**src/sv/gregorian_date_difference_macros.svh**
```systemverilog
// Assertion helpers shared by the RTL. Each use names its label, the triggering
// condition, the expected condition and the message. The enclosing module must
// provide clk and rst_n.
`ifndef GREGORIAN_DATE_DIFFERENCE_MACROS_SVH
`define GREGORIAN_DATE_DIFFERENCE_MACROS_SVH

// The expected condition holds in the same cycle as the trigger.
`define GDD_ASSERT_SAME(lbl, ante, cons, msg) \
  lbl: assert property (@(posedge clk) disable iff (!rst_n) (ante) |-> (cons)) \
    else $error(msg);

// The expected condition holds in the cycle after the trigger.
`define GDD_ASSERT_NEXT(lbl, ante, cons, msg) \
  lbl: assert property (@(posedge clk) disable iff (!rst_n) (ante) |=> (cons)) \
    else $error(msg);

`endif

```
**src/sv/gdd_pkg.sv**
```systemverilog
`default_nettype none

package gdd_pkg;

  localparam int MAX_YEAR_DEF = 9999;
  localparam int DAY_W        = 5;
  localparam int MONTH_W      = 4;
  localparam int YEAR_W       = 14;
  localparam int COUNT_W      = 22;
  localparam logic [COUNT_W-1:0] COUNT_MAX = 22'd4194303;

  localparam logic [MONTH_W-1:0] FEBRUARY = 4'd2;
  localparam logic [MONTH_W-1:0] DECEMBER = 4'd12;

  typedef enum logic [2:0] {
    S_IDLE,
    S_YEAR,
    S_MON_B,
    S_MON_A,
    S_DAY_B,
    S_DAY_A,
    S_DONE
  } gdd_state_t;

  // Month length; month 0 and codes above 12 give 0.
  function automatic logic [DAY_W-1:0] days_in(input logic [MONTH_W-1:0] m,
                                               input logic leap);
    logic [DAY_W-1:0] len;
    case (m)
      4'd1, 4'd3, 4'd5, 4'd7, 4'd8, 4'd10, 4'd12: len = 5'd31;
      4'd4, 4'd6, 4'd9, 4'd11:                   len = 5'd30;
      FEBRUARY:                                  len = leap ? 5'd29 : 5'd28;
      default:                                   len = 5'd0;
    endcase
    return len;
  endfunction

  function automatic logic [MONTH_W-1:0] clamp_month(input logic [MONTH_W-1:0] m);
    logic [MONTH_W-1:0] r;
    r = m;
    if (m == '0) r = 4'd1;
    if (m > DECEMBER) r = DECEMBER;
    return r;
  endfunction

  function automatic logic [DAY_W-1:0] clamp_day(input logic [DAY_W-1:0] d,
                                                 input logic [DAY_W-1:0] len);
    logic [DAY_W-1:0] r;
    r = d;
    if (d == '0) r = 5'd1;
    if (d > len) r = len;
    return r;
  endfunction

endpackage

`default_nettype wire

```
**src/sv/gdd_in_if.sv**
```systemverilog
`default_nettype none

interface gdd_in_if;
  logic                        valid;
  logic                        ready;
  logic [gdd_pkg::DAY_W-1:0]   start_day;
  logic [gdd_pkg::MONTH_W-1:0] start_month;
  logic [gdd_pkg::YEAR_W-1:0]  start_year;
  logic [gdd_pkg::DAY_W-1:0]   end_day;
  logic [gdd_pkg::MONTH_W-1:0] end_month;
  logic [gdd_pkg::YEAR_W-1:0]  end_year;

  modport source (output valid, start_day, start_month, start_year,
                  end_day, end_month, end_year, input ready);
  modport sink   (input valid, start_day, start_month, start_year,
                  end_day, end_month, end_year, output ready);
endinterface

`default_nettype wire

```
**src/sv/gdd_out_if.sv**
```systemverilog
`default_nettype none

interface gdd_out_if;
  logic                        valid;
  logic                        ready;
  logic [gdd_pkg::COUNT_W-1:0] day_count;
  logic                        order_error;

  modport source (output valid, day_count, order_error, input ready);
  modport sink   (input valid, day_count, order_error, output ready);
endinterface

`default_nettype wire

```
**src/sv/gregorian_date_difference.sv**
```systemverilog
// Days between two Gregorian dates. One request is taken at a time: the block
// walks every year from 1 up to the later of the two (clamped) years with a
// single adder, adding or subtracting 365 or 366 per year, then walks the months
// of each date and adds the day difference. The year walk dominates the time
// from acceptance to the result. The result is held until taken, and the next
// request is accepted the cycle after. Out-of-range fields are clamped to the
// nearest valid date; if the end date precedes the start date, order_error is
// set and day_count is zero. Counts above the 22-bit range saturate.
`default_nettype none

module gregorian_date_difference #(
  parameter int MAX_YEAR = gdd_pkg::MAX_YEAR_DEF
) (
  input  wire        clk,
  input  wire        rst_n,
  gdd_in_if.sink     in_req,
  gdd_out_if.source  out_res
);

  `include "gregorian_date_difference_macros.svh"

  localparam int YW    = $clog2(MAX_YEAR + 1);
  localparam int ACC_W = $clog2(MAX_YEAR * 366 + 1) + 1;

  function automatic logic [YW-1:0] clamp_year(input logic [gdd_pkg::YEAR_W-1:0] y);
    logic [YW-1:0] r;
    r = YW'(y);
    if (y == '0) r = YW'(1);
    if (32'(y) > 32'(MAX_YEAR)) r = YW'(MAX_YEAR);
    return r;
  endfunction

  gdd_pkg::gdd_state_t state_r, state_nxt;

  logic [YW-1:0]                ya_r, ya_nxt, yb_r, yb_nxt, y_r, y_nxt;
  logic [gdd_pkg::MONTH_W-1:0]  ma_r, ma_nxt, mb_r, mb_nxt, m_r, m_nxt;
  logic [gdd_pkg::DAY_W-1:0]    da_r, da_nxt, db_r, db_nxt;
  logic [6:0]                   c100_r, c100_nxt;
  logic [8:0]                   c400_r, c400_nxt;
  logic                         leap_a_r, leap_a_nxt, leap_b_r, leap_b_nxt;
  logic [ACC_W-1:0]             acc_r, acc_nxt;

  logic                         in_fire;
  logic                         leap_cur;
  logic                         year_done;
  logic                         below_a, below_b;
  logic [8:0]                   mag;
  logic                         do_add, do_sub;
  logic [ACC_W-1:0]             mag_ext;
  logic [31:0]                  acc_ext;

  assign in_fire   = in_req.valid && in_req.ready;
  // Year modulo 4 is its low two bits; modulo 100 and 400 are kept as counters.
  assign leap_cur  = (c400_r == '0) || ((y_r[1:0] == 2'b00) && (c100_r != '0));
  assign year_done = (y_r >= ya_r) && (y_r >= yb_r);
  assign below_a   = y_r < ya_r;
  assign below_b   = y_r < yb_r;

  // Next state.
  always_comb begin
    state_nxt = state_r;
    case (state_r)
      gdd_pkg::S_IDLE:  if (in_fire) state_nxt = gdd_pkg::S_YEAR;
      gdd_pkg::S_YEAR:  if (year_done) state_nxt = gdd_pkg::S_MON_B;
      gdd_pkg::S_MON_B: if (m_r >= mb_r) state_nxt = gdd_pkg::S_MON_A;
      gdd_pkg::S_MON_A: if (m_r >= ma_r) state_nxt = gdd_pkg::S_DAY_B;
      gdd_pkg::S_DAY_B: state_nxt = gdd_pkg::S_DAY_A;
      gdd_pkg::S_DAY_A: state_nxt = gdd_pkg::S_DONE;
      gdd_pkg::S_DONE:  if (out_res.ready) state_nxt = gdd_pkg::S_IDLE;
      default:          state_nxt = gdd_pkg::S_IDLE;
    endcase
  end

  // Datapath control and the shared accumulator adder.
  always_comb begin
    ya_nxt     = ya_r;
    yb_nxt     = yb_r;
    ma_nxt     = ma_r;
    mb_nxt     = mb_r;
    da_nxt     = da_r;
    db_nxt     = db_r;
    y_nxt      = y_r;
    m_nxt      = m_r;
    c100_nxt   = c100_r;
    c400_nxt   = c400_r;
    leap_a_nxt = leap_a_r;
    leap_b_nxt = leap_b_r;
    mag        = '0;
    do_add     = 1'b0;
    do_sub     = 1'b0;
    case (state_r)
      gdd_pkg::S_IDLE: begin
        ya_nxt   = clamp_year(in_req.start_year);
        yb_nxt   = clamp_year(in_req.end_year);
        ma_nxt   = gdd_pkg::clamp_month(in_req.start_month);
        mb_nxt   = gdd_pkg::clamp_month(in_req.end_month);
        da_nxt   = in_req.start_day;
        db_nxt   = in_req.end_day;
        y_nxt    = YW'(1);
        c100_nxt = 7'd1;
        c400_nxt = 9'd1;
      end
      gdd_pkg::S_YEAR: begin
        if (y_r == ya_r) leap_a_nxt = leap_cur;
        if (y_r == yb_r) leap_b_nxt = leap_cur;
        mag    = leap_cur ? 9'd366 : 9'd365;
        do_add = below_b && !below_a;
        do_sub = below_a && !below_b;
        if (year_done) begin
          m_nxt = 4'd1;
        end else begin
          y_nxt    = y_r + YW'(1);
          c100_nxt = (c100_r == 7'd99) ? 7'd0 : c100_r + 7'd1;
          c400_nxt = (c400_r == 9'd399) ? 9'd0 : c400_r + 9'd1;
        end
      end
      gdd_pkg::S_MON_B: begin
        mag = 9'(gdd_pkg::days_in(m_r, leap_b_r));
        if (m_r < mb_r) begin
          do_add = 1'b1;
          m_nxt  = m_r + 4'd1;
        end else begin
          m_nxt = 4'd1;
        end
      end
      gdd_pkg::S_MON_A: begin
        mag = 9'(gdd_pkg::days_in(m_r, leap_a_r));
        if (m_r < ma_r) begin
          do_sub = 1'b1;
          m_nxt  = m_r + 4'd1;
        end
      end
      gdd_pkg::S_DAY_B: begin
        mag    = 9'(gdd_pkg::clamp_day(db_r, gdd_pkg::days_in(mb_r, leap_b_r)));
        do_add = 1'b1;
      end
      gdd_pkg::S_DAY_A: begin
        mag    = 9'(gdd_pkg::clamp_day(da_r, gdd_pkg::days_in(ma_r, leap_a_r)));
        do_sub = 1'b1;
      end
      default: begin
      end
    endcase

    mag_ext = ACC_W'(mag);
    acc_nxt = acc_r;
    if (state_r == gdd_pkg::S_IDLE) acc_nxt = '0;
    else if (do_add) acc_nxt = acc_r + mag_ext;
    else if (do_sub) acc_nxt = acc_r - mag_ext;
  end

  always_ff @(posedge clk) begin
    if (!rst_n) begin
      state_r <= gdd_pkg::S_IDLE;
    end else begin
      state_r <= state_nxt;
    end
    ya_r     <= ya_nxt;
    yb_r     <= yb_nxt;
    ma_r     <= ma_nxt;
    mb_r     <= mb_nxt;
    da_r     <= da_nxt;
    db_r     <= db_nxt;
    y_r      <= y_nxt;
    m_r      <= m_nxt;
    c100_r   <= c100_nxt;
    c400_r   <= c400_nxt;
    leap_a_r <= leap_a_nxt;
    leap_b_r <= leap_b_nxt;
    acc_r    <= acc_nxt;
  end

  // A negative difference means the end date came first.
  assign acc_ext = 32'(acc_r);

  always_comb begin
    in_req.ready        = (state_r == gdd_pkg::S_IDLE);
    out_res.valid       = (state_r == gdd_pkg::S_DONE);
    out_res.order_error = acc_r[ACC_W-1];
    if (acc_r[ACC_W-1]) begin
      out_res.day_count = '0;
    end else if (acc_ext > 32'(gdd_pkg::COUNT_MAX)) begin
      out_res.day_count = gdd_pkg::COUNT_MAX;
    end else begin
      out_res.day_count = gdd_pkg::COUNT_W'(acc_ext);
    end
  end

  `GDD_ASSERT_NEXT(a_start_walk, in_fire,
    (state_r == gdd_pkg::S_YEAR) && (y_r == YW'(1)),
    "year walk did not start at year one")
  `GDD_ASSERT_SAME(a_year_bound, state_r == gdd_pkg::S_YEAR,
    (y_r <= ya_r) || (y_r <= yb_r), "year walk ran past the later year")
  `GDD_ASSERT_SAME(a_month_bound,
    (state_r == gdd_pkg::S_MON_B) || (state_r == gdd_pkg::S_MON_A),
    m_r <= gdd_pkg::DECEMBER, "month walk ran past December")
  `GDD_ASSERT_SAME(a_error_zero, out_res.valid && out_res.order_error,
    out_res.day_count == '0, "order error with nonzero day count")

endmodule

`default_nettype wire
```
**src/flat_wrapper.sv**
```systemverilog
// flat-port wrapper written by rule: the top's interface ports become plain ports
module gregorian_date_difference_flat 
#(
  parameter int MAX_YEAR = gdd_pkg::MAX_YEAR_DEF
)
  (clk, rst_n, in_req_valid, in_req_start_day, in_req_start_month, in_req_start_year, in_req_end_day, in_req_end_month, in_req_end_year, in_req_ready, out_res_valid, out_res_day_count, out_res_order_error, out_res_ready);
  gdd_in_if in_req_i ();
  gdd_out_if out_res_i ();
  input  wire clk;
  input  wire rst_n;
  input wire logic [$bits(in_req_i.valid)-1:0] in_req_valid;
  input wire logic [$bits(in_req_i.start_day)-1:0] in_req_start_day;
  input wire logic [$bits(in_req_i.start_month)-1:0] in_req_start_month;
  input wire logic [$bits(in_req_i.start_year)-1:0] in_req_start_year;
  input wire logic [$bits(in_req_i.end_day)-1:0] in_req_end_day;
  input wire logic [$bits(in_req_i.end_month)-1:0] in_req_end_month;
  input wire logic [$bits(in_req_i.end_year)-1:0] in_req_end_year;
  output wire logic [$bits(in_req_i.ready)-1:0] in_req_ready;
  output wire logic [$bits(out_res_i.valid)-1:0] out_res_valid;
  output wire logic [$bits(out_res_i.day_count)-1:0] out_res_day_count;
  output wire logic [$bits(out_res_i.order_error)-1:0] out_res_order_error;
  input wire logic [$bits(out_res_i.ready)-1:0] out_res_ready;
  assign in_req_i.valid = in_req_valid;
  assign in_req_i.start_day = in_req_start_day;
  assign in_req_i.start_month = in_req_start_month;
  assign in_req_i.start_year = in_req_start_year;
  assign in_req_i.end_day = in_req_end_day;
  assign in_req_i.end_month = in_req_end_month;
  assign in_req_i.end_year = in_req_end_year;
  assign in_req_ready = in_req_i.ready;
  assign out_res_valid = out_res_i.valid;
  assign out_res_day_count = out_res_i.day_count;
  assign out_res_order_error = out_res_i.order_error;
  assign out_res_i.ready = out_res_ready;
  gregorian_date_difference #(.MAX_YEAR(MAX_YEAR)) u_core (.clk(clk), .rst_n(rst_n), .in_req(in_req_i), .out_res(out_res_i));
endmodule
```
**config.mk**
```make
export PLATFORM = sky130hd
export DESIGN_NAME = gregorian_date_difference_flat
export DESIGN_NICKNAME = d
export VERILOG_FILES = /design/src/sv/gdd_pkg.sv /design/src/sv/gdd_in_if.sv /design/src/sv/gdd_out_if.sv /design/src/sv/gregorian_date_difference.sv /design/src/flat_wrapper.sv
export VERILOG_INCLUDE_DIRS = /design/src /design/src/sv
export SDC_FILE = /design/constraint.sdc
export NUM_CORES = 1
export LEC_CHECK = 0
export ABC_AREA = 1
export BUFFER_PORTS_ARGS = -buffer_cell sky130_fd_sc_hd__buf_2
export CORE_AREA = 2 2 168 170
export CTS_CLUSTER_SIZE = 25
export DETAILED_ROUTE_END_ITERATION = 16
export DIE_AREA = 0 0 170 172
export PLACE_DENSITY_LB_ADDON = 0.1
export REMOVE_ABC_BUFFERS = 1
export SETUP_SLACK_MARGIN = 0.2
export SKIP_CTS_REPAIR_TIMING = 1
export SLEW_MARGIN = 40
export SYNTH_ARGS = -nofsm -noshare
export SYNTH_HDL_FRONTEND = slang
export SYNTH_SLANG_ARGS = --single-unit
```
**constraint.sdc**
```tcl
create_clock -name clk -period 6.8 [get_ports clk]
set_clock_uncertainty 0.15 [all_clocks]
set_input_delay 0.34 -clock clk [delete_from_list [all_inputs] [get_ports clk]]
set_output_delay 0.34 -clock clk [all_outputs]
set_load 0.02 [all_outputs]
```
==> out/metrics.cfg <==
[finish]
nFillCells = 2964
ff_latch_area_um2 = 2984
fin_nets = 1282
areaGrowthSynthToFinish_pct = 13.54
n_antenna_cell = 0
multi_input_area_um2 = 4217
layout-drive-gt1-share = 0.1205
fin_util = 0.3337

[placement]
portBuffers = 74
dpl.hpwl_mm = 15.41
gp_congestion = 0.8279

[timing]
maxSlewViolCount = 0
fin_setup_tns_ps = 0
relSlewSlack = 0.5655
setup_viol = 0
hold_violations = 0
worst_slew_pin_slew_ps = 651.7
rsz0062_at_grt = false
period_minus_slack_ps = 4986
fin_crit_sh = 0.7332
fmax_mhz = 200.6

[synth]
avgSynthCellArea_um2 = 7.547
netlist.area_leader.share = 0.3049
synth_area_um2 = 8075
synth_area_leaders = edfxtp_1, ha_1, nand2_1
synth-seq-cells = 108
yosys_most_used_dff = edfxtp_1
ys_warn_count = 0
synth_edf_count = 82
ys_async_sr_fraction = 0
synth_cells = 1070
synth_cell_type_count = 50
post-synth-top-area-cell = edfxtp_1
yosysSeqAreaShare = 0.3694

[detailed_routing]
drt_iter0_drc = 332
wirelength_mm = 19.46
wl_per_cell_um = 12.98
drc = 0
vias_per_cell = 4.536
vias = 6804
antenna_left = 0
first_pass_iters = 4

[flow_run]
drv_cap = 0

[floorplan]
initial_core_util = 0.2939
die_h_um = 172
std_cell_rows = 61
core_area_um2 = 27480
dieWidth_um = 170
fp.dieArea_um2 = 29240
io_pins = 75

[setup_path]
r2r-start = u_core.ma_r[2]$_SDFFCE_PN1P_
crit_start = u_core.ma_r[2]$_SDFFCE_PN1P_
critPathMaxStageDelay_ps = 450
slowest_stage = edfxtp_1
path_class = flip-flop to flip-flop
cp.arrival_ps = 5090
critPathCaptureType = flip-flop
worst-path-max-fanout = 5
worst_setup_path_start_kind = flip-flop
required_ps = 6910

[clock_tree]
cts_root_buffer = clkbuf_16
cts_sinks = 108
cts_tree = done
path_clk_slew_ps = 80
cts_buffer_depth = 2
htree_levels = 3
worstSkewPairLatency_ps = 360
cts_made_buffers = 9

[global_routing]
top_usage_layer = met2
grt_pass1_vias = 6344
grt_pass1_wl_mm = 31.63
grt_usage = 0.1381
overflow = 0
use_met2 = 0.2319
grt_antenna_before_repair = 0
grt_util_met1 = 0.1825
grt_max_degree = 48
gr-usage-met3 = 0.02220

[run_status]
status = complete, no violations

[worst_hold_path]
hold_start = in_req_end_day[2]
hp-class = input port to flip-flop

==> critical path: cells and delay by family (launching register included) <==
kind / cells / cell delay (ps)
flip-flops: 1 / 450
AO/OA/AOI/OAI: 9 / 1380
adder cells (fa/ha/maj): 4 / 1100
AND/OR/NAND/NOR: 15 / 1740
buffers and inverters: 1 / 40
==> path summary, 6_finish.rpt <==
kind                                         to  slack (ps)  depth (start not counted)
setup / recovery  u_core.acc_r[17]$_SDFFE_PP0P_        1810                         29
hold / removal         u_core.db_r[2]$_DFFE_PP_          20                          1
setup reg to reg  u_core.acc_r[17]$_SDFFE_PP0P_        1810                         29
hold reg to reg    u_core.acc_r[0]$_SDFFE_PP0P_         340                          2
==> routing by layer <==
| metal | wire length, um | vias to the layer above |
|---|---|---|
| met1 | 9646 | 3038 |
| met5 | 0 | - |
| met3 | 575 | 14 |
| met4 | 298 | 0 |
| li1 | - | 3646 |
| met2 | 8944 | 106 |
==> layout by cell type (no fill, tap or decap), types with 4 or more instances in the layout <==
master / n
ha_1: 82
nand2_2: 4
nand3_2: 9
inv_2: 12
clkbuf_16: 9
xor2_1: 12
dfxtp_1: 25
edfxtp_1: 82
nand2_1: 214
nor4_1: 7
nand4_1: 17
dlygate4sd3_1: 8
nor3_1: 14
o21ai_1: 7
o21ai_0: 50
inv_1: 195
a21oi_1: 73
nand3_1: 53
buf_2: 74
nor2_1: 136
xnor2_1: 10
and2_1: 4
nor2_4: 9
==> state kept, by name, indices dropped and copies added (netlist names) <==
signal           count
u_core.acc_r        23
u_core.y_r          14
u_core.ya_r         14
u_core.yb_r         14
u_core.c400_r        9
u_core.c100_r        7
u_core.da_r          5
u_core.db_r          5
u_core.m_r           4
u_core.ma_r          4
u_core.mb_r          4
u_core.state_r       3
u_core.leap_a_r      1
u_core.leap_b_r      1
==> final cells by class <==
cell class	count	area share
clock inverter	7	0.006277
clock buffer	9	0.02456
timing repair buffer	84	0.05076
sequential	108	0.3255
inverter	209	0.08584
tap	346	0.04722
multi-input combinational	737	0.4599
==> per-stage QoR <==
step / area (um2) / setup WS, ps / hold WS, ps / std cells
2_1_floorplan: 7979 / 1642 / 288.9 / 1054
3_3_place_gp: 8805 / 1957 / 331.6 / 1476
3_5_place_dp: 8806 / 1848 / 339.1 / 1476
4_1_cts: 9089 / 1803 / -26.47 / 1492
5_1_grt: 9169 / 1246 / 2.786 / 1500
6_report: 9169 / 1814 / 18.08 / 1500
==> Yosys cell counts (4+ instances only) <==
cell and n:
nor4_1 7, o21ai_0 50, edfxtp_1 82, nor3_1 14, ha_1 82, nand2_2 4, nand2_1 214, inv_1 196
nand3_2 9, dfxtp_1 26, inv_2 11, clkbuf_1 10, a21oi_1 73, o21ai_1 7, nor2_4 8, nor2_1 137
xor2_1 12, nand3_1 53, nand4_1 17, xnor2_1 10, and2_1 4
==> cell families (layout without fill, tap and decap cells) <==
family,count (synthesis),in the layout,share of synthesized area
simple gates,480,480,0.2654
buf+inv,225,309,0.1094
compound gates,152,152,0.1024
flops,108,108,0.3694
fa+ha+maj,83,83,0.1295
xor+xnor,22,22,0.02386
Power is not shown: default switching activity piles up to over one toggle a cycle in this logic, so the estimate is an artifact.
